[src/rtl/core/mrs_pkg.sv]
`timescale 1ns / 1ps

package mrs_pkg;

    localparam int TIME_W        = 32;
    localparam int POS_W         = 16;
    localparam int CFG_IDX_W     = 3;
    localparam int CFG_DATA_W    = 16;
    localparam int STALL_LEVEL_W = 12;
    localparam int MOTION_W      = 3;
    localparam int STOP_W        = 2;
    localparam int RELAY_W       = 6;

    // Parameter defaults
    localparam int unsigned RECLINE_TRAVEL_DEF  = 30000;
    localparam int unsigned HEADREST_TRAVEL_DEF = 20000;
    localparam int unsigned HOME_TOLERANCE_DEF  = 500;
    localparam int unsigned SAMPLE_BITS_DEF     = 12;

    // Configuration register indexes
    localparam logic [CFG_IDX_W-1:0] CFG_SETTLE_TIME  = 3'd0;
    localparam logic [CFG_IDX_W-1:0] CFG_STAGGER_TIME = 3'd1;
    localparam logic [CFG_IDX_W-1:0] CFG_STALL_LEVEL  = 3'd2;
    localparam logic [CFG_IDX_W-1:0] CFG_STALL_TIME   = 3'd3;
    localparam logic [CFG_IDX_W-1:0] CFG_ARM_TIME     = 3'd4;
    localparam logic [CFG_IDX_W-1:0] CFG_ZERO_TIME    = 3'd5;
    localparam logic [CFG_IDX_W-1:0] CFG_RUN_LIMIT    = 3'd6;

    // Configuration reset values
    localparam logic [15:0] RST_SETTLE_TIME  = 16'd300;
    localparam logic [15:0] RST_STAGGER_TIME = 16'd300;
    localparam logic [STALL_LEVEL_W-1:0] RST_STALL_LEVEL = 12'd2048;
    localparam logic [15:0] RST_STALL_TIME   = 16'd500;
    localparam logic [15:0] RST_ARM_TIME     = 16'd1000;
    localparam logic [15:0] RST_ZERO_TIME    = 16'd200;
    localparam logic [15:0] RST_RUN_LIMIT    = 16'd60000;

    // Item kinds
    localparam logic OP_REQUEST = 1'b0;
    localparam logic OP_UPDATE  = 1'b1;

    // Motion codes
    localparam logic [MOTION_W-1:0] MOT_NONE         = 3'd0;
    localparam logic [MOTION_W-1:0] MOT_RECLINE_UP   = 3'd1;
    localparam logic [MOTION_W-1:0] MOT_RECLINE_DOWN = 3'd2;
    localparam logic [MOTION_W-1:0] MOT_HEAD_UP      = 3'd3;
    localparam logic [MOTION_W-1:0] MOT_HEAD_DOWN    = 3'd4;
    localparam logic [MOTION_W-1:0] MOT_FLATTEN      = 3'd5;

    // Stop event codes
    localparam logic [STOP_W-1:0] STOP_NONE    = 2'd0;
    localparam logic [STOP_W-1:0] STOP_STALL   = 2'd1;
    localparam logic [STOP_W-1:0] STOP_ARRIVAL = 2'd2;
    localparam logic [STOP_W-1:0] STOP_TIMEOUT = 2'd3;

    // Relay vector bit positions
    localparam int REL_A   = 0;
    localparam int REL_B   = 1;
    localparam int REL_C   = 2;
    localparam int REL_D   = 3;
    localparam int REL_EN  = 4;
    localparam int REL_DIR = 5;

    typedef struct packed {
        logic [15:0]              settle_time;
        logic [15:0]              stagger_time;
        logic [STALL_LEVEL_W-1:0] stall_level;
        logic [15:0]              stall_time;
        logic [15:0]              arm_time;
        logic [15:0]              zero_time;
        logic [15:0]              run_limit;
    } t_cfg;

    typedef struct packed {
        logic [RELAY_W-1:0]  relays;
        logic [MOTION_W-1:0] motion;
        logic [STOP_W-1:0]   stop;
        logic [POS_W-1:0]    recline_pos;
        logic [POS_W-1:0]    headrest_pos;
        logic                at_home;
    } t_res;

endpackage

[src/rtl/core/mrs_req_if.sv]
`timescale 1ns / 1ps

interface mrs_req_if #(
    parameter int unsigned SAMPLE_BITS = mrs_pkg::SAMPLE_BITS_DEF
);
    logic                   valid;
    logic                   ready;
    logic                   op;
    logic [2:0]             want;
    logic [SAMPLE_BITS-1:0] current_sample;
    logic                   sample_valid;
    logic [31:0]            now_ms;

    modport source (
        output valid, op, want, current_sample, sample_valid, now_ms,
        input  ready
    );

    modport sink (
        input  valid, op, want, current_sample, sample_valid, now_ms,
        output ready
    );
endinterface

[src/rtl/core/mrs_res_if.sv]
`timescale 1ns / 1ps

interface mrs_res_if;
    logic        valid;
    logic        ready;
    logic        relay_a;
    logic        relay_b;
    logic        relay_c;
    logic        relay_d;
    logic        headrest_enable;
    logic        headrest_dir;
    logic [2:0]  active_motion;
    logic [1:0]  stop_event;
    logic [15:0] recline_position;
    logic [15:0] headrest_position;
    logic        at_home;

    modport source (
        output valid, relay_a, relay_b, relay_c, relay_d, headrest_enable,
               headrest_dir, active_motion, stop_event, recline_position,
               headrest_position, at_home,
        input  ready
    );

    modport sink (
        input  valid, relay_a, relay_b, relay_c, relay_d, headrest_enable,
               headrest_dir, active_motion, stop_event, recline_position,
               headrest_position, at_home,
        output ready
    );

    modport mon (
        input valid, ready, relay_a, relay_b, relay_c, relay_d, headrest_enable,
              headrest_dir, active_motion, stop_event, recline_position,
              headrest_position, at_home
    );
endinterface

[src/rtl/core/mrs_cfg_regs.sv]
`timescale 1ns / 1ps

module mrs_cfg_regs (
    input  logic                             i_clk,
    input  logic                             i_rst_n,
    input  logic                             i_cfg_we,
    input  logic [mrs_pkg::CFG_IDX_W-1:0]    i_cfg_idx,
    input  logic [mrs_pkg::CFG_DATA_W-1:0]   i_cfg_data,
    output mrs_pkg::t_cfg                    o_cfg
);

    mrs_pkg::t_cfg r_cfg;

    always_ff @(posedge i_clk) begin
        if (!i_rst_n) begin
            r_cfg.settle_time  <= mrs_pkg::RST_SETTLE_TIME;
            r_cfg.stagger_time <= mrs_pkg::RST_STAGGER_TIME;
            r_cfg.stall_level  <= mrs_pkg::RST_STALL_LEVEL;
            r_cfg.stall_time   <= mrs_pkg::RST_STALL_TIME;
            r_cfg.arm_time     <= mrs_pkg::RST_ARM_TIME;
            r_cfg.zero_time    <= mrs_pkg::RST_ZERO_TIME;
            r_cfg.run_limit    <= mrs_pkg::RST_RUN_LIMIT;
        end else if (i_cfg_we) begin
            case (i_cfg_idx)
                mrs_pkg::CFG_SETTLE_TIME:  r_cfg.settle_time  <= i_cfg_data;
                mrs_pkg::CFG_STAGGER_TIME: r_cfg.stagger_time <= i_cfg_data;
                mrs_pkg::CFG_STALL_LEVEL:  begin
                    r_cfg.stall_level <= i_cfg_data[mrs_pkg::STALL_LEVEL_W-1:0];
                end
                mrs_pkg::CFG_STALL_TIME:   r_cfg.stall_time   <= i_cfg_data;
                mrs_pkg::CFG_ARM_TIME:     r_cfg.arm_time     <= i_cfg_data;
                mrs_pkg::CFG_ZERO_TIME:    r_cfg.zero_time    <= i_cfg_data;
                mrs_pkg::CFG_RUN_LIMIT:    r_cfg.run_limit    <= i_cfg_data;
                default: ;
            endcase
        end
    end

    assign o_cfg = r_cfg;

endmodule

[src/rtl/core/mrs_in_stage.sv]
`timescale 1ns / 1ps

module mrs_in_stage #(
    parameter int unsigned SAMPLE_BITS = mrs_pkg::SAMPLE_BITS_DEF
) (
    input  logic                   i_clk,
    input  logic                   i_rst_n,
    mrs_req_if.sink                i_req,
    input  logic                   i_out_can,
    output logic                   o_fire,
    output logic                   o_op,
    output logic [2:0]             o_want,
    output logic [SAMPLE_BITS-1:0] o_sample,
    output logic                   o_sample_valid,
    output logic [31:0]            o_now
);

    logic                   r_vld;
    logic                   r_op;
    logic [2:0]             r_want;
    logic [SAMPLE_BITS-1:0] r_sample;
    logic                   r_sample_valid;
    logic [31:0]            r_now;
    logic                   in_xfer;

    // the held item moves on whenever the result register can take it
    assign o_fire      = r_vld && i_out_can;
    assign i_req.ready = !r_vld || i_out_can;
    assign in_xfer     = i_req.valid && i_req.ready;

    always_ff @(posedge i_clk) begin
        if (!i_rst_n) begin
            r_vld <= 1'b0;
        end else if (in_xfer) begin
            r_vld <= 1'b1;
        end else if (o_fire) begin
            r_vld <= 1'b0;
        end
    end

    always_ff @(posedge i_clk) begin
        if (in_xfer) begin
            r_op           <= i_req.op;
            r_want         <= i_req.want;
            r_sample       <= i_req.current_sample;
            r_sample_valid <= i_req.sample_valid;
            r_now          <= i_req.now_ms;
        end
    end

    assign o_op           = r_op;
    assign o_want         = r_want;
    assign o_sample       = r_sample;
    assign o_sample_valid = r_sample_valid;
    assign o_now          = r_now;

endmodule

[src/rtl/core/mrs_ctrl.sv]
`timescale 1ns / 1ps

module mrs_ctrl #(
    parameter int unsigned RECLINE_TRAVEL  = mrs_pkg::RECLINE_TRAVEL_DEF,
    parameter int unsigned HEADREST_TRAVEL = mrs_pkg::HEADREST_TRAVEL_DEF,
    parameter int unsigned HOME_TOLERANCE  = mrs_pkg::HOME_TOLERANCE_DEF,
    parameter int unsigned SAMPLE_BITS     = mrs_pkg::SAMPLE_BITS_DEF
) (
    input  logic                   i_clk,
    input  logic                   i_rst_n,
    input  logic                   i_fire,
    input  logic                   i_op,
    input  logic [2:0]             i_want,
    input  logic [SAMPLE_BITS-1:0] i_sample,
    input  logic                   i_sample_valid,
    input  logic [31:0]            i_now,
    input  mrs_pkg::t_cfg          i_cfg,
    output mrs_pkg::t_res          o_res
);

    localparam int CMP_W = (SAMPLE_BITS > mrs_pkg::STALL_LEVEL_W) ?
                           int'(SAMPLE_BITS) : mrs_pkg::STALL_LEVEL_W;
    localparam logic [mrs_pkg::POS_W-1:0] R_TRAVEL = mrs_pkg::POS_W'(RECLINE_TRAVEL);
    localparam logic [mrs_pkg::POS_W-1:0] H_TRAVEL = mrs_pkg::POS_W'(HEADREST_TRAVEL);
    localparam logic [mrs_pkg::POS_W-1:0] HOME_TOL = mrs_pkg::POS_W'(HOME_TOLERANCE);

    typedef enum logic [1:0] {
        PH_IDLE,
        PH_SETTLE,
        PH_FIRST,
        PH_RUN
    } t_phase;

    t_phase                               r_phase, n_phase, ph_mid;
    logic [mrs_pkg::MOTION_W-1:0]         r_motion, n_motion;
    logic                                 r_fault, n_fault;
    logic                                 r_arrival, n_arrival;
    logic [mrs_pkg::RELAY_W-1:0]          r_relay, n_relay;
    logic                                 r_over, n_over;
    logic                                 r_zero, n_zero;
    logic [31:0]                          r_req_time, n_req_time;
    logic [31:0]                          r_motor_start, n_motor_start;
    logic [31:0]                          r_over_start, n_over_start;
    logic [31:0]                          r_zero_start, n_zero_start;
    logic [31:0]                          r_track, n_track;
    logic [mrs_pkg::POS_W-1:0]            r_rpos, n_rpos;
    logic [mrs_pkg::POS_W-1:0]            r_hpos, n_hpos;

    logic [mrs_pkg::STOP_W-1:0]           stop;
    logic [31:0]                          elapsed, since_start, step, motor_start;
    logic [16:0]                          second_at;
    logic                                 engage, stalled, arrived, timed_out, latched;
    logic [CMP_W-1:0]                     sample_ext, level_ext;

    function automatic logic [mrs_pkg::POS_W-1:0] move_pos(
        input logic [mrs_pkg::POS_W-1:0] pos,
        input logic [mrs_pkg::POS_W-1:0] travel,
        input logic                      up,
        input logic [31:0]               d
    );
        logic [32:0] sum;
        sum = {17'b0, pos} + {1'b0, d};
        if (up) begin
            return (sum > {17'b0, travel}) ? travel : sum[mrs_pkg::POS_W-1:0];
        end
        return (d > {16'b0, pos}) ? '0 : pos - d[mrs_pkg::POS_W-1:0];
    endfunction

    assign sample_ext = CMP_W'(i_sample);
    assign level_ext  = CMP_W'(i_cfg.stall_level);
    assign elapsed    = i_now - r_req_time;
    assign second_at  = {1'b0, i_cfg.settle_time} + {1'b0, i_cfg.stagger_time};
    assign engage     = (r_phase == PH_SETTLE) && (elapsed >= {16'b0, i_cfg.settle_time});
    // first contact closing restarts the motor clock and the tracking base
    assign motor_start = engage ? i_now : r_motor_start;
    assign since_start = i_now - motor_start;
    assign step        = i_now - (engage ? i_now : r_track);
    assign latched     = r_fault || r_arrival;

    always_comb begin
        n_phase       = r_phase;
        n_motion      = r_motion;
        n_fault       = r_fault;
        n_arrival     = r_arrival;
        n_relay       = r_relay;
        n_over        = r_over;
        n_zero        = r_zero;
        n_req_time    = r_req_time;
        n_motor_start = r_motor_start;
        n_over_start  = r_over_start;
        n_zero_start  = r_zero_start;
        n_track       = r_track;
        n_rpos        = r_rpos;
        n_hpos        = r_hpos;
        ph_mid        = r_phase;
        stop          = mrs_pkg::STOP_NONE;
        stalled       = 1'b0;
        arrived       = 1'b0;
        timed_out     = 1'b0;

        if (i_op == mrs_pkg::OP_REQUEST) begin
            if (i_want <= mrs_pkg::MOT_FLATTEN) begin
                if (i_want == mrs_pkg::MOT_NONE) begin
                    n_fault   = 1'b0;
                    n_arrival = 1'b0;
                end
                if ((i_want == mrs_pkg::MOT_NONE || !latched) && i_want != r_motion) begin
                    n_relay  = r_relay & (mrs_pkg::RELAY_W'(1) << mrs_pkg::REL_DIR);
                    n_motion = mrs_pkg::MOT_NONE;
                    n_phase  = PH_IDLE;
                    if (i_want != mrs_pkg::MOT_NONE) begin
                        if (i_want == mrs_pkg::MOT_HEAD_UP) begin
                            n_relay[mrs_pkg::REL_DIR] = 1'b0;
                        end else if (i_want == mrs_pkg::MOT_HEAD_DOWN ||
                                     i_want == mrs_pkg::MOT_FLATTEN) begin
                            n_relay[mrs_pkg::REL_DIR] = 1'b1;
                        end
                        n_motion   = i_want;
                        n_req_time = i_now;
                        n_phase    = PH_SETTLE;
                        n_zero     = 1'b0;
                    end
                end
            end
        end else if (r_motion != mrs_pkg::MOT_NONE) begin
            if (engage) begin
                case (r_motion)
                    mrs_pkg::MOT_RECLINE_UP:   n_relay[mrs_pkg::REL_A]  = 1'b1;
                    mrs_pkg::MOT_RECLINE_DOWN: n_relay[mrs_pkg::REL_C]  = 1'b1;
                    mrs_pkg::MOT_HEAD_UP,
                    mrs_pkg::MOT_HEAD_DOWN:    n_relay[mrs_pkg::REL_EN] = 1'b1;
                    mrs_pkg::MOT_FLATTEN: begin
                        n_relay[mrs_pkg::REL_C]  = 1'b1;
                        n_relay[mrs_pkg::REL_EN] = 1'b1;
                    end
                    default: ;
                endcase
                n_motor_start = i_now;
                ph_mid        = PH_FIRST;
            end else if (r_phase == PH_FIRST && elapsed >= {15'b0, second_at}) begin
                if (r_motion == mrs_pkg::MOT_RECLINE_DOWN || r_motion == mrs_pkg::MOT_FLATTEN) begin
                    n_relay[mrs_pkg::REL_D] = 1'b1;
                end else if (r_motion == mrs_pkg::MOT_RECLINE_UP) begin
                    n_relay[mrs_pkg::REL_B] = 1'b1;
                end
                ph_mid = PH_RUN;
            end
            n_phase = ph_mid;

            if (ph_mid != PH_SETTLE) begin
                n_track = i_now;
                case (r_motion)
                    mrs_pkg::MOT_RECLINE_UP:   n_rpos = move_pos(r_rpos, R_TRAVEL, 1'b1, step);
                    mrs_pkg::MOT_RECLINE_DOWN: n_rpos = move_pos(r_rpos, R_TRAVEL, 1'b0, step);
                    mrs_pkg::MOT_HEAD_UP:      n_hpos = move_pos(r_hpos, H_TRAVEL, 1'b1, step);
                    mrs_pkg::MOT_HEAD_DOWN:    n_hpos = move_pos(r_hpos, H_TRAVEL, 1'b0, step);
                    mrs_pkg::MOT_FLATTEN: begin
                        n_rpos = move_pos(r_rpos, R_TRAVEL, 1'b0, step);
                        n_hpos = move_pos(r_hpos, H_TRAVEL, 1'b0, step);
                    end
                    default: ;
                endcase

                // overcurrent: a failed reading leaves the timer alone
                if (i_sample_valid) begin
                    if (sample_ext < level_ext) begin
                        n_over = 1'b0;
                    end else if (!r_over) begin
                        n_over       = 1'b1;
                        n_over_start = i_now;
                    end else begin
                        stalled = (i_now - r_over_start) >= {16'b0, i_cfg.stall_time};
                    end
                end

                // arrival: recline and flatten only, and only once armed
                if (!stalled && (r_motion == mrs_pkg::MOT_RECLINE_UP ||
                                 r_motion == mrs_pkg::MOT_RECLINE_DOWN ||
                                 r_motion == mrs_pkg::MOT_FLATTEN) &&
                    since_start >= {16'b0, i_cfg.arm_time}) begin
                    if (!i_sample_valid || i_sample != '0) begin
                        n_zero = 1'b0;
                    end else if (!r_zero) begin
                        n_zero       = 1'b1;
                        n_zero_start = i_now;
                    end else begin
                        arrived = (i_now - r_zero_start) >= {16'b0, i_cfg.zero_time};
                    end
                end

                timed_out = since_start > {16'b0, i_cfg.run_limit};

                if (stalled || arrived || timed_out) begin
                    n_relay  = n_relay & (mrs_pkg::RELAY_W'(1) << mrs_pkg::REL_DIR);
                    n_motion = mrs_pkg::MOT_NONE;
                    n_phase  = PH_IDLE;
                end
                if (stalled) begin
                    n_fault = 1'b1;
                    stop    = mrs_pkg::STOP_STALL;
                end else if (arrived) begin
                    n_arrival = 1'b1;
                    stop      = mrs_pkg::STOP_ARRIVAL;
                    if (r_motion == mrs_pkg::MOT_RECLINE_UP) begin
                        n_rpos = R_TRAVEL;
                    end else begin
                        n_rpos = '0;
                        if (r_motion == mrs_pkg::MOT_FLATTEN) begin
                            n_hpos = '0;
                        end
                    end
                end else if (timed_out) begin
                    n_fault = 1'b1;
                    stop    = mrs_pkg::STOP_TIMEOUT;
                end
            end
        end
    end

    always_ff @(posedge i_clk) begin
        if (!i_rst_n) begin
            r_phase   <= PH_IDLE;
            r_motion  <= mrs_pkg::MOT_NONE;
            r_fault   <= 1'b0;
            r_arrival <= 1'b0;
            r_relay   <= '0;
            r_over    <= 1'b0;
            r_zero    <= 1'b0;
            r_rpos    <= '0;
            r_hpos    <= '0;
        end else if (i_fire) begin
            r_phase   <= n_phase;
            r_motion  <= n_motion;
            r_fault   <= n_fault;
            r_arrival <= n_arrival;
            r_relay   <= n_relay;
            r_over    <= n_over;
            r_zero    <= n_zero;
            r_rpos    <= n_rpos;
            r_hpos    <= n_hpos;
        end
    end

    // time stamps are only read once their flag or phase says they are live
    always_ff @(posedge i_clk) begin
        if (i_fire) begin
            r_req_time    <= n_req_time;
            r_motor_start <= n_motor_start;
            r_over_start  <= n_over_start;
            r_zero_start  <= n_zero_start;
            r_track       <= n_track;
        end
    end

    assign o_res.relays       = n_relay;
    assign o_res.motion       = n_motion;
    assign o_res.stop         = stop;
    assign o_res.recline_pos  = n_rpos;
    assign o_res.headrest_pos = n_hpos;
    assign o_res.at_home      = (n_rpos <= HOME_TOL) && (n_hpos <= HOME_TOL);

endmodule

[src/rtl/core/mrs_out_stage.sv]
`timescale 1ns / 1ps

module mrs_out_stage (
    input  logic          i_clk,
    input  logic          i_rst_n,
    input  logic          i_fire,
    input  mrs_pkg::t_res i_res,
    output logic          o_can,
    mrs_res_if.source     o_res
);

    logic          r_vld;
    mrs_pkg::t_res r_res;

    assign o_can = !r_vld || o_res.ready;

    always_ff @(posedge i_clk) begin
        if (!i_rst_n) begin
            r_vld <= 1'b0;
        end else if (i_fire) begin
            r_vld <= 1'b1;
        end else if (o_res.ready) begin
            r_vld <= 1'b0;
        end
    end

    always_ff @(posedge i_clk) begin
        if (i_fire) begin
            r_res <= i_res;
        end
    end

    assign o_res.valid             = r_vld;
    assign o_res.relay_a           = r_res.relays[mrs_pkg::REL_A];
    assign o_res.relay_b           = r_res.relays[mrs_pkg::REL_B];
    assign o_res.relay_c           = r_res.relays[mrs_pkg::REL_C];
    assign o_res.relay_d           = r_res.relays[mrs_pkg::REL_D];
    assign o_res.headrest_enable   = r_res.relays[mrs_pkg::REL_EN];
    assign o_res.headrest_dir      = r_res.relays[mrs_pkg::REL_DIR];
    assign o_res.active_motion     = r_res.motion;
    assign o_res.stop_event        = r_res.stop;
    assign o_res.recline_position  = r_res.recline_pos;
    assign o_res.headrest_position = r_res.headrest_pos;
    assign o_res.at_home           = r_res.at_home;

endmodule

[src/rtl/core/motor_relay_sequencer_with_stall_stop.sv]
`timescale 1ns / 1ps

// Motor relay sequencer with stall, arrival and timeout stop. Each accepted
// item (a motion request or a timed current update) produces exactly one
// result. One item can be taken every clock while the result side keeps taking:
// the item is captured in an input register, processed combinationally
// against the sequencer state, and its result is captured in an output
// register, which offers it on the result channel. Output backpressure
// stalls the input register and, through it, the request channel.
// Configuration writes take effect on the next edge and should only be made
// with no item in flight.

module motor_relay_sequencer_with_stall_stop #(
    parameter int unsigned RECLINE_TRAVEL  = mrs_pkg::RECLINE_TRAVEL_DEF,
    parameter int unsigned HEADREST_TRAVEL = mrs_pkg::HEADREST_TRAVEL_DEF,
    parameter int unsigned HOME_TOLERANCE  = mrs_pkg::HOME_TOLERANCE_DEF,
    parameter int unsigned SAMPLE_BITS     = mrs_pkg::SAMPLE_BITS_DEF
) (
    input  logic                             i_clk,
    input  logic                             i_rst_n,
    input  logic                             i_cfg_we,
    input  logic [mrs_pkg::CFG_IDX_W-1:0]    i_cfg_idx,
    input  logic [mrs_pkg::CFG_DATA_W-1:0]   i_cfg_data,
    mrs_req_if.sink                          i_req,
    mrs_res_if.source                        o_res
);

    mrs_pkg::t_cfg          cfg;
    mrs_pkg::t_res          res;
    logic                   out_can;
    logic                   fire;
    logic                   op;
    logic [2:0]             want;
    logic [SAMPLE_BITS-1:0] sample;
    logic                   sample_valid;
    logic [31:0]            now;

    mrs_cfg_regs u_cfg (
        .i_clk      (i_clk),
        .i_rst_n    (i_rst_n),
        .i_cfg_we   (i_cfg_we),
        .i_cfg_idx  (i_cfg_idx),
        .i_cfg_data (i_cfg_data),
        .o_cfg      (cfg)
    );

    mrs_in_stage #(
        .SAMPLE_BITS (SAMPLE_BITS)
    ) u_in (
        .i_clk          (i_clk),
        .i_rst_n        (i_rst_n),
        .i_req          (i_req),
        .i_out_can      (out_can),
        .o_fire         (fire),
        .o_op           (op),
        .o_want         (want),
        .o_sample       (sample),
        .o_sample_valid (sample_valid),
        .o_now          (now)
    );

    mrs_ctrl #(
        .RECLINE_TRAVEL  (RECLINE_TRAVEL),
        .HEADREST_TRAVEL (HEADREST_TRAVEL),
        .HOME_TOLERANCE  (HOME_TOLERANCE),
        .SAMPLE_BITS     (SAMPLE_BITS)
    ) u_ctrl (
        .i_clk          (i_clk),
        .i_rst_n        (i_rst_n),
        .i_fire         (fire),
        .i_op           (op),
        .i_want         (want),
        .i_sample       (sample),
        .i_sample_valid (sample_valid),
        .i_now          (now),
        .i_cfg          (cfg),
        .o_res          (res)
    );

    mrs_out_stage u_out (
        .i_clk   (i_clk),
        .i_rst_n (i_rst_n),
        .i_fire  (fire),
        .i_res   (res),
        .o_can   (out_can),
        .o_res   (o_res)
    );

endmodule

[src/flat_wrapper.sv]
// flat-port wrapper written by rule: the top's interface ports become plain ports
module motor_relay_sequencer_with_stall_stop_flat 
#(
    parameter int unsigned RECLINE_TRAVEL  = mrs_pkg::RECLINE_TRAVEL_DEF,
    parameter int unsigned HEADREST_TRAVEL = mrs_pkg::HEADREST_TRAVEL_DEF,
    parameter int unsigned HOME_TOLERANCE  = mrs_pkg::HOME_TOLERANCE_DEF,
    parameter int unsigned SAMPLE_BITS     = mrs_pkg::SAMPLE_BITS_DEF
)
  (i_clk, i_rst_n, i_cfg_we, i_cfg_idx, i_cfg_data, i_req_valid, i_req_op, i_req_want, i_req_current_sample, i_req_sample_valid, i_req_now_ms, i_req_ready, o_res_valid, o_res_relay_a, o_res_relay_b, o_res_relay_c, o_res_relay_d, o_res_headrest_enable, o_res_headrest_dir, o_res_active_motion, o_res_stop_event, o_res_recline_position, o_res_headrest_position, o_res_at_home, o_res_ready);
  mrs_req_if #(.SAMPLE_BITS(SAMPLE_BITS)) i_req_i ();
  mrs_res_if o_res_i ();
  input  logic i_clk;
  input  logic i_rst_n;
  input  logic i_cfg_we;
  input  logic [mrs_pkg::CFG_IDX_W-1:0] i_cfg_idx;
  input  logic [mrs_pkg::CFG_DATA_W-1:0] i_cfg_data;
  input wire logic [$bits(i_req_i.valid)-1:0] i_req_valid;
  input wire logic [$bits(i_req_i.op)-1:0] i_req_op;
  input wire logic [$bits(i_req_i.want)-1:0] i_req_want;
  input wire logic [$bits(i_req_i.current_sample)-1:0] i_req_current_sample;
  input wire logic [$bits(i_req_i.sample_valid)-1:0] i_req_sample_valid;
  input wire logic [$bits(i_req_i.now_ms)-1:0] i_req_now_ms;
  output wire logic [$bits(i_req_i.ready)-1:0] i_req_ready;
  output wire logic [$bits(o_res_i.valid)-1:0] o_res_valid;
  output wire logic [$bits(o_res_i.relay_a)-1:0] o_res_relay_a;
  output wire logic [$bits(o_res_i.relay_b)-1:0] o_res_relay_b;
  output wire logic [$bits(o_res_i.relay_c)-1:0] o_res_relay_c;
  output wire logic [$bits(o_res_i.relay_d)-1:0] o_res_relay_d;
  output wire logic [$bits(o_res_i.headrest_enable)-1:0] o_res_headrest_enable;
  output wire logic [$bits(o_res_i.headrest_dir)-1:0] o_res_headrest_dir;
  output wire logic [$bits(o_res_i.active_motion)-1:0] o_res_active_motion;
  output wire logic [$bits(o_res_i.stop_event)-1:0] o_res_stop_event;
  output wire logic [$bits(o_res_i.recline_position)-1:0] o_res_recline_position;
  output wire logic [$bits(o_res_i.headrest_position)-1:0] o_res_headrest_position;
  output wire logic [$bits(o_res_i.at_home)-1:0] o_res_at_home;
  input wire logic [$bits(o_res_i.ready)-1:0] o_res_ready;
  assign i_req_i.valid = i_req_valid;
  assign i_req_i.op = i_req_op;
  assign i_req_i.want = i_req_want;
  assign i_req_i.current_sample = i_req_current_sample;
  assign i_req_i.sample_valid = i_req_sample_valid;
  assign i_req_i.now_ms = i_req_now_ms;
  assign i_req_ready = i_req_i.ready;
  assign o_res_valid = o_res_i.valid;
  assign o_res_relay_a = o_res_i.relay_a;
  assign o_res_relay_b = o_res_i.relay_b;
  assign o_res_relay_c = o_res_i.relay_c;
  assign o_res_relay_d = o_res_i.relay_d;
  assign o_res_headrest_enable = o_res_i.headrest_enable;
  assign o_res_headrest_dir = o_res_i.headrest_dir;
  assign o_res_active_motion = o_res_i.active_motion;
  assign o_res_stop_event = o_res_i.stop_event;
  assign o_res_recline_position = o_res_i.recline_position;
  assign o_res_headrest_position = o_res_i.headrest_position;
  assign o_res_at_home = o_res_i.at_home;
  assign o_res_i.ready = o_res_ready;
  motor_relay_sequencer_with_stall_stop #(.RECLINE_TRAVEL(RECLINE_TRAVEL), .HEADREST_TRAVEL(HEADREST_TRAVEL), .HOME_TOLERANCE(HOME_TOLERANCE), .SAMPLE_BITS(SAMPLE_BITS)) u_core (.i_clk(i_clk), .i_rst_n(i_rst_n), .i_cfg_we(i_cfg_we), .i_cfg_idx(i_cfg_idx), .i_cfg_data(i_cfg_data), .i_req(i_req_i), .o_res(o_res_i));
endmodule
[config.mk]
export PLATFORM = sky130hd
export DESIGN_NAME = motor_relay_sequencer_with_stall_stop_flat
export DESIGN_NICKNAME = d
export VERILOG_FILES = /design/src/rtl/core/mrs_pkg.sv /design/src/rtl/core/mrs_req_if.sv /design/src/rtl/core/mrs_res_if.sv /design/src/rtl/core/mrs_cfg_regs.sv /design/src/rtl/core/mrs_in_stage.sv /design/src/rtl/core/mrs_ctrl.sv /design/src/rtl/core/mrs_out_stage.sv /design/src/rtl/core/motor_relay_sequencer_with_stall_stop.sv /design/src/flat_wrapper.sv
export SDC_FILE = /design/constraint.sdc
export NUM_CORES = 1
export LEC_CHECK = 0
export BUFFER_PORTS_ARGS = -buffer_cell sky130_fd_sc_hd__buf_2
export CAP_MARGIN = 20
export CORE_MARGIN = 8
export CORE_UTILIZATION = 33
export DETAILED_ROUTE_END_ITERATION = 16
export RECOVER_POWER = 50
export SKIP_CTS_REPAIR_TIMING = 1
export SLEW_MARGIN = 40
export SYNTH_ARGS = -nofsm -noshare
export SYNTH_HDL_FRONTEND = slang
export SYNTH_SLANG_ARGS = --single-unit
[constraint.sdc]
create_clock -name i_clk -period 15.5 [get_ports i_clk]
set_input_delay 2.325 -clock i_clk [delete_from_list [all_inputs] [get_ports i_clk]]
set_output_delay 2.325 -clock i_clk [all_outputs]
set_load 0.02 [all_outputs]
=== Yosys cells after proc, flatten, opt, wreduce, memory -nomap -nowiden ===
Index checks and enable logic that the tools add are counted.
Widths: inputs -> output; s select.

* Bits in latches: 0
* Word-level logic and storage cells: 260
* Output and inout port bits: 46
* Flip-flop bits (word level): 410
* ROM bits: 0
* Memories kept: 0
* RAM bits: 0

* Bitwise logic cells: 7
* Eq/ne operators: 25
* Divide/modulo/power cells: 0
* Magnitude comparators: 14
* Shift operators: 0
* Muxes and demuxes: 112
* Multiply operators: 0
* Reduce and logical (&&, ||, !) cells: 57
* $add $sub $neg: 10

{| class="wikitable"
|+ Operator list
! kind !! number
|-
| $mux 16 || 18
|-
| $sub 32x32->32 || 5
|-
| $ge 32x16->1 || 4
|-
| $gt 32x16->1 || 3
|-
| $add 16x32->33 || 2
|-
| $gt 33x15->1 const B || 2
|-
| $mux 1 || 64
|-
| $mux 32 || 2
|-
| $pmux 16 s2 || 2
|-
| $reduce_and 7->1 || 5
|-
| $ge 32x17->1 || 1
|-
| $le 16x9->1 const B || 2
|-
| $sub 16x16->16 || 2
|-
| $mux 2 || 12
|-
| $eq 3x3->1 const B || 7
|-
| $mux 3 || 7
|-
| $mux 6 || 3
|-
| $add 16x16->17 || 1
|-
| $eq 3x2->1 const B || 5
|-
| $mux 15 || 1
|-
| $mux 5 || 3
|-
| $reduce_and 2->1 || 7
|-
| $lt 12x12->1 || 1
|-
| $reduce_bool 12->1 || 1
|-
| other kinds (21) || 65
|}

=== Longest topological paths before layout ===
* Word-level depth: 25
* Depth in mapped cells: 47

=== By module ===
From an unflattened synthesis, not the netlist that was laid out.

* Cell total of the unflattened synthesis: 3762
* Area, all modules: 33621.0 sq um

{| class="wikitable"
|+ By module, submodules not included
! module !! times used !! sequential area each (sq um) !! area an instance (sq um) !! cells an instance
|-
| mrs_ctrl || 1 || 5745.5 || 26609.3 || 3268
|-
| mrs_cfg_regs || 1 || 2162.1 || 4105.2 || 391
|-
| mrs_in_stage || 1 || 1491.4 || 1536.5 || 55
|-
| mrs_out_stage || 1 || 1341.3 || 1370.1 || 48
|}

=== Worst setup path after synthesis ===
No wires, ideal clock.

* Kind: register -> register
* Start point: reg u_core.u_in.r_now[1] (netlist: u_core.u_in.o_now[1])
* End point: reg u_core.u_ctrl.r_zero_start[0] (enable)
* Buffers on the path: 2
* Stages on the path, launching flop included: 36
* Data arrival time: 10.409 ns
* Path slack: 4.589 ns
* Library setup time: 0.502 ns
* Cell sequence: edfxtp_1 ha_1 nor2b_1 o2111a_1 nor2_1 o21a_1 o21ai_0 xor2_1 ha_1 a21o_1 a21o_1 a21oi_1 o21ai_0 a31o_2 a21oi_1 nor4b_1 and4_1 nor2_1 clkbuf_1 clkbuf_1 mux2i_1 fa_1 a211oi_1 o21a_1 a211oi_1 o21ai_0 nand2b_1 a21oi_1 xnor2_1 ha_1 o2111ai_1 a2111oi_0 a2111oi_0 and3_1 a31o_4 nor4_1

* Cells in the longest elaborated chain, start to end: 12
* Elaborated cells on any way between the ends: 25
* Classes of those cells: 3 x add/sub; 4 x order compare; 1 x eq/ne; 11 x mux; 6 x reduce/logical

{| class="wikitable"
|+ RTL lines
! element !! line !! text
|-
| start: declaration || mrs_in_stage.sv:23 || <nowiki>logic [31:0] r_now;</nowiki>
|-
| start signal: assignment || mrs_in_stage.sv:47 || <nowiki>r_now <= i_req.now_ms;</nowiki>
|-
| branches (longest 11 deep; another with $sub 32x32->32) || n/a ||
|-
| $reduce_and 7->1 (no line) (*) || n/a ||
|-
| end signal: assignment || mrs_ctrl.sv:250 || <nowiki>r_zero_start <= n_zero_start;</nowiki>
|-
| end: declaration || mrs_ctrl.sv:44 || <nowiki>logic [31:0] r_zero_start, n_zero_start;</nowiki>
|}

Every way passes the cells marked *. The select of a mux whose other input is x is not followed.
A chain may end at the register's enable or synchronous reset.

==> summary.txt <==
Synth
  • Synthesized area: 0.03280 mm²
  • Avg Inst Size Synth: between 8 and 9 µm²
  • Yosys cell types: just over 100
  • FF+latch count, synth: 410
  • Main synth FF type: edfxtp_1
  • Syn_nets: 4,271
  • Syn Inst Count: 3,803
  • Synth async-reset ratio: 0
  • Synth Warn #: 0
  • Number of flops mapped to enable cells by yosys: 253
  • Register area share after synthesis: 0.3275

Place
  • DP Area: 0.03505 mm²
  • Placer Congestion: 0.9643
  • DP Wirelength: 81,660 µm
  • IO buf count: 118

Worst setup path
  • Critical path buffer and inverter count: 3
  • Worst EP required: approximately 16 ns
  • Slowest stage delay, CP: 0.77 ns
  • CP delay by family, top: compound AO/OA/AOI/OAI gates
  • Crit-path max FO: 30
  • CP Class: reg -> reg
  • CP max stage cell: nor4_2
  • Most used cell, CP: a21oi_1
  • Launch point of the worst path: u_core.u_in.o_now[7]
  • Worst Path Arrival: 13.45 ns
  • R2r startpoint: u_core.u_in.o_now[7]
  • Critical path capture point type: register
  • CP Launch Type: register

Global routing
  • Grt ovf: 0
  • Largest net degree at the start of global routing: 63
  • Number of antenna violations at the first check in global routing: 2
  • Overall routing resource usage: 0.1828
  • Global-route wire length before repair: 161,700 µm
  • Vias in the first global route: 28,090

Finish
  • Post-layout net count: 4,384
  • Share of cells above drive strength 1: 0.06749
  • Area Overhead vs Synth: 11.13%
  • Post-route cell area: about 0.036 mm²
  • Final Util: 0.3703
  • # diodes: 0
  • Final-layout fill cell count: around 10,000

Power and ir drop
  • P per Cell Area: 87.48 mW/mm²
  • Worst vdd ir: 84.21 µV
  • Leakage: 14.43 nW
  • Overall power: 3.188 mW

Routing
  • DRT iter0 DRCs: 2,251
  • Wire length on met1: 46,470 µm
  • DRC Markers: 0
  • Met3 WL post-DR: 5744 µm
  • Via density: 5.526
  • Met2 routed WL: 49,770 µm
  • Max Used Layer: met4
  • WL final: roughly 110,000 µm
  • Vias: 28,970
  • Wirelength per Cell: roughly 20 µm
  • ANT nets after route: 0
  • TritonRoute pass-1 iters: 6

Floorplan
  • Core Region: 0.09842 mm²
  • Ports: around 120
  • Starting Density: 0.3332
  • DIE HEIGHT: 331.3 µm
  • Die area: roughly 0.11 mm²
  • Row cnt: between 100 and 150
  • Die X: 331.3 µm

Run status
  • Status: finished with violations
  • Failing checks: max-capacitance violations, max-slew violations

Worst hold path
  • HP Start: u_core.u_cfg.o_cfg[42]
  • HP Class: reg -> reg

Timing
  • Period utilization: 0.8445
  • RSZ-0062 raised after global routing: no
  • Worst rel slew slack: -0.6261
  • Min cycle time layout: 13.09 ns
  • Final Slew Violations: just under 100
  • Hold Vio Cnt, Final: 0
  • WHS: 0.4552 ns
  • Final Setup Violations: 0
  • Least-Margin Pin Slew: 2.439 ns
  • Setup Skew: 0.02555 ns
  • Setup TNS: 0 ns
  • Peak Freq: ~76 MHz

Clock network
  • CTS max path bufs: 3
  • CTS Buf Count: 49
  • Clock-pin slew on the worst setup and hold paths: 0.06 ns
  • H-tree levels: 2
  • Worst-Skew Late Latency: 0.62 ns
  • Num Clock Sinks: 410
  • CTS tree: yes
  • Clk Tree Root Cell: clkbuf_16

Run
  • Number of max-cap violations: 3
per-stage QoR:
stage	setup slack, ns	instances
3_3_place_gp	3.046	5150
4_1_cts	2.863	5243
3_5_place_dp	2.901	5152
2_1_floorplan	4.589	3803
6_report	2.410	5243
5_1_grt	1.719	5243
cells in the final DEF (no fill, tap or decap), types with 29 or more instances in the layout:
cell type,n
nand2_1,420
a21oi_1,387
ha_1,385
inv_1,365
edfxtp_1,253
nor2_1,226
dfxtp_1,157
o21ai_0,156
xnor2_1,121
buf_2,92
mux2i_1,80
a21o_1,79
o211ai_1,74
nand3_1,74
clkbuf_1,65
xor2_1,61
a211oi_1,56
nor3_1,53
nand4_1,49
clkbuf_16,49
nand2b_1,47
nor2b_1,46
o21bai_1,43
o21a_1,43
nor4_1,39
and2_1,34
a31oi_1,31
or3_1,29
and3_1,29
per-layer routing:
layer / GRT usage / up-vias
met4: 0.06455 / 0
met1: 0.2340 / 13760
li1: - / 14090
met3: 0.02420 / 212
met5: 0 / -
met2: 0.3143 / 910
worst register-to-register path, delay by kind of cell, from the launching register on:
kind                     cells  cell delay (ns)
AO/OA/AOI/OAI               18             4.73
AND/OR/NAND/NOR             14             4.13
adder cells (fa/ha/maj)      4             1.61
buffers and inverters        3             1.07
XOR/XNOR                     2             0.78
flip-flops                   1             0.34
multiplexers                 1             0.19
cells in the mapped netlist (18+ instances only):
cell,instances,area (µm²)
nand2_1,420,1577
xor2_1,61,534.3
nor2b_1,46,287.8
o31ai_1,18,135.1
nand3_1,74,370.4
o22ai_1,27,168.9
ha_1,385,4817
o21ai_0,158,790.8
a31oi_1,32,200.2
or3_1,29,181.4
o21a_1,43,322.8
a21oi_1,387,1937
clkbuf_1,94,352.8
o211ai_1,74,555.5
nand2b_1,47,294.0
inv_1,365,1370
a211oi_1,56,420.4
edfxtp_1,253,7597
mux2i_1,81,810.8
nor4_1,40,250.2
nor2_1,229,859.6
and3_1,29,181.4
a21o_1,79,593.1
xnor2_1,121,1060
nor3_1,55,275.3
dfxtp_1,157,3143
o21bai_1,43,322.8
a22oi_1,20,150.1
and2_1,35,219.0
nand4_1,49,306.5
logic make-up (layout without fill, tap and decap cells):
| group | count (synthesis) | in the layout | share of synthesized area |
|---|---|---|---|
| xor+xnor | 182 | 182 | 0.04860 |
| simple gates | 1114 | 1114 | 0.1628 |
| fa+ha+maj | 395 | 395 | 0.1530 |
| mux | 87 | 87 | 0.02678 |
| buf+inv | 483 | 636 | 0.05650 |
| compound gates | 1132 | 1132 | 0.2248 |
| flops | 410 | 410 | 0.3275 |
layout make-up:
class,instances,area (µm²),area share
Clock buffer,60,1308,0.03587
Clock inverter,31,257.7,0.007072
Inverter,367,1383,0.03793
Multi-Input combinational cell,2910,20260,0.5559
Sequential cell,410,10740,0.2947
Tap cell,1287,1610,0.04418
Timing Repair Buffer,178,888.4,0.02437
worst paths after layout:
path                                endpoint  cells past startpoint  slack [ns]
hold reg to reg       u_core.u_cfg.o_cfg[42]                      2        0.46
hold / removal        u_core.u_cfg.o_cfg[42]                      2        0.46
setup reg to reg  u_core.u_out.o_res.at_home                     42        2.41
setup / recovery  u_core.u_out.o_res.at_home                     42        2.41
state kept, by name (all words and copies together) (netlist names), 3 cells and up:
name and cells:
u_core.u_cfg.o_cfg 108, u_core.u_ctrl.r_hpos 16, u_core.u_ctrl.r_motion 3, u_core.u_ctrl.r_motor_start 32
u_core.u_ctrl.r_over_start 32, u_core.u_ctrl.r_relay 6, u_core.u_ctrl.r_req_time 32, u_core.u_ctrl.r_rpos 16
u_core.u_ctrl.r_track 32, u_core.u_ctrl.r_zero_start 32, u_core.u_in.o_now 32, u_core.u_in.o_sample 12
u_core.u_in.o_want 3, u_core.u_out.o_res.active_motion 3, u_core.u_out.o_res.headrest_position 16, u_core.u_out.o_res.recline_position 16
power breakdown:
part	leakage, nW	internal (mW)	total [mW]	switching (mW)
registers	3.62	1.19	1.21	0.0208
logic	10.1	0.302	0.845	0.543
clock network	0.755	0.637	1.13	0.496
total	14.4	2.13	3.19	1.06
Note: power is estimated with default switching activity, not from simulation.
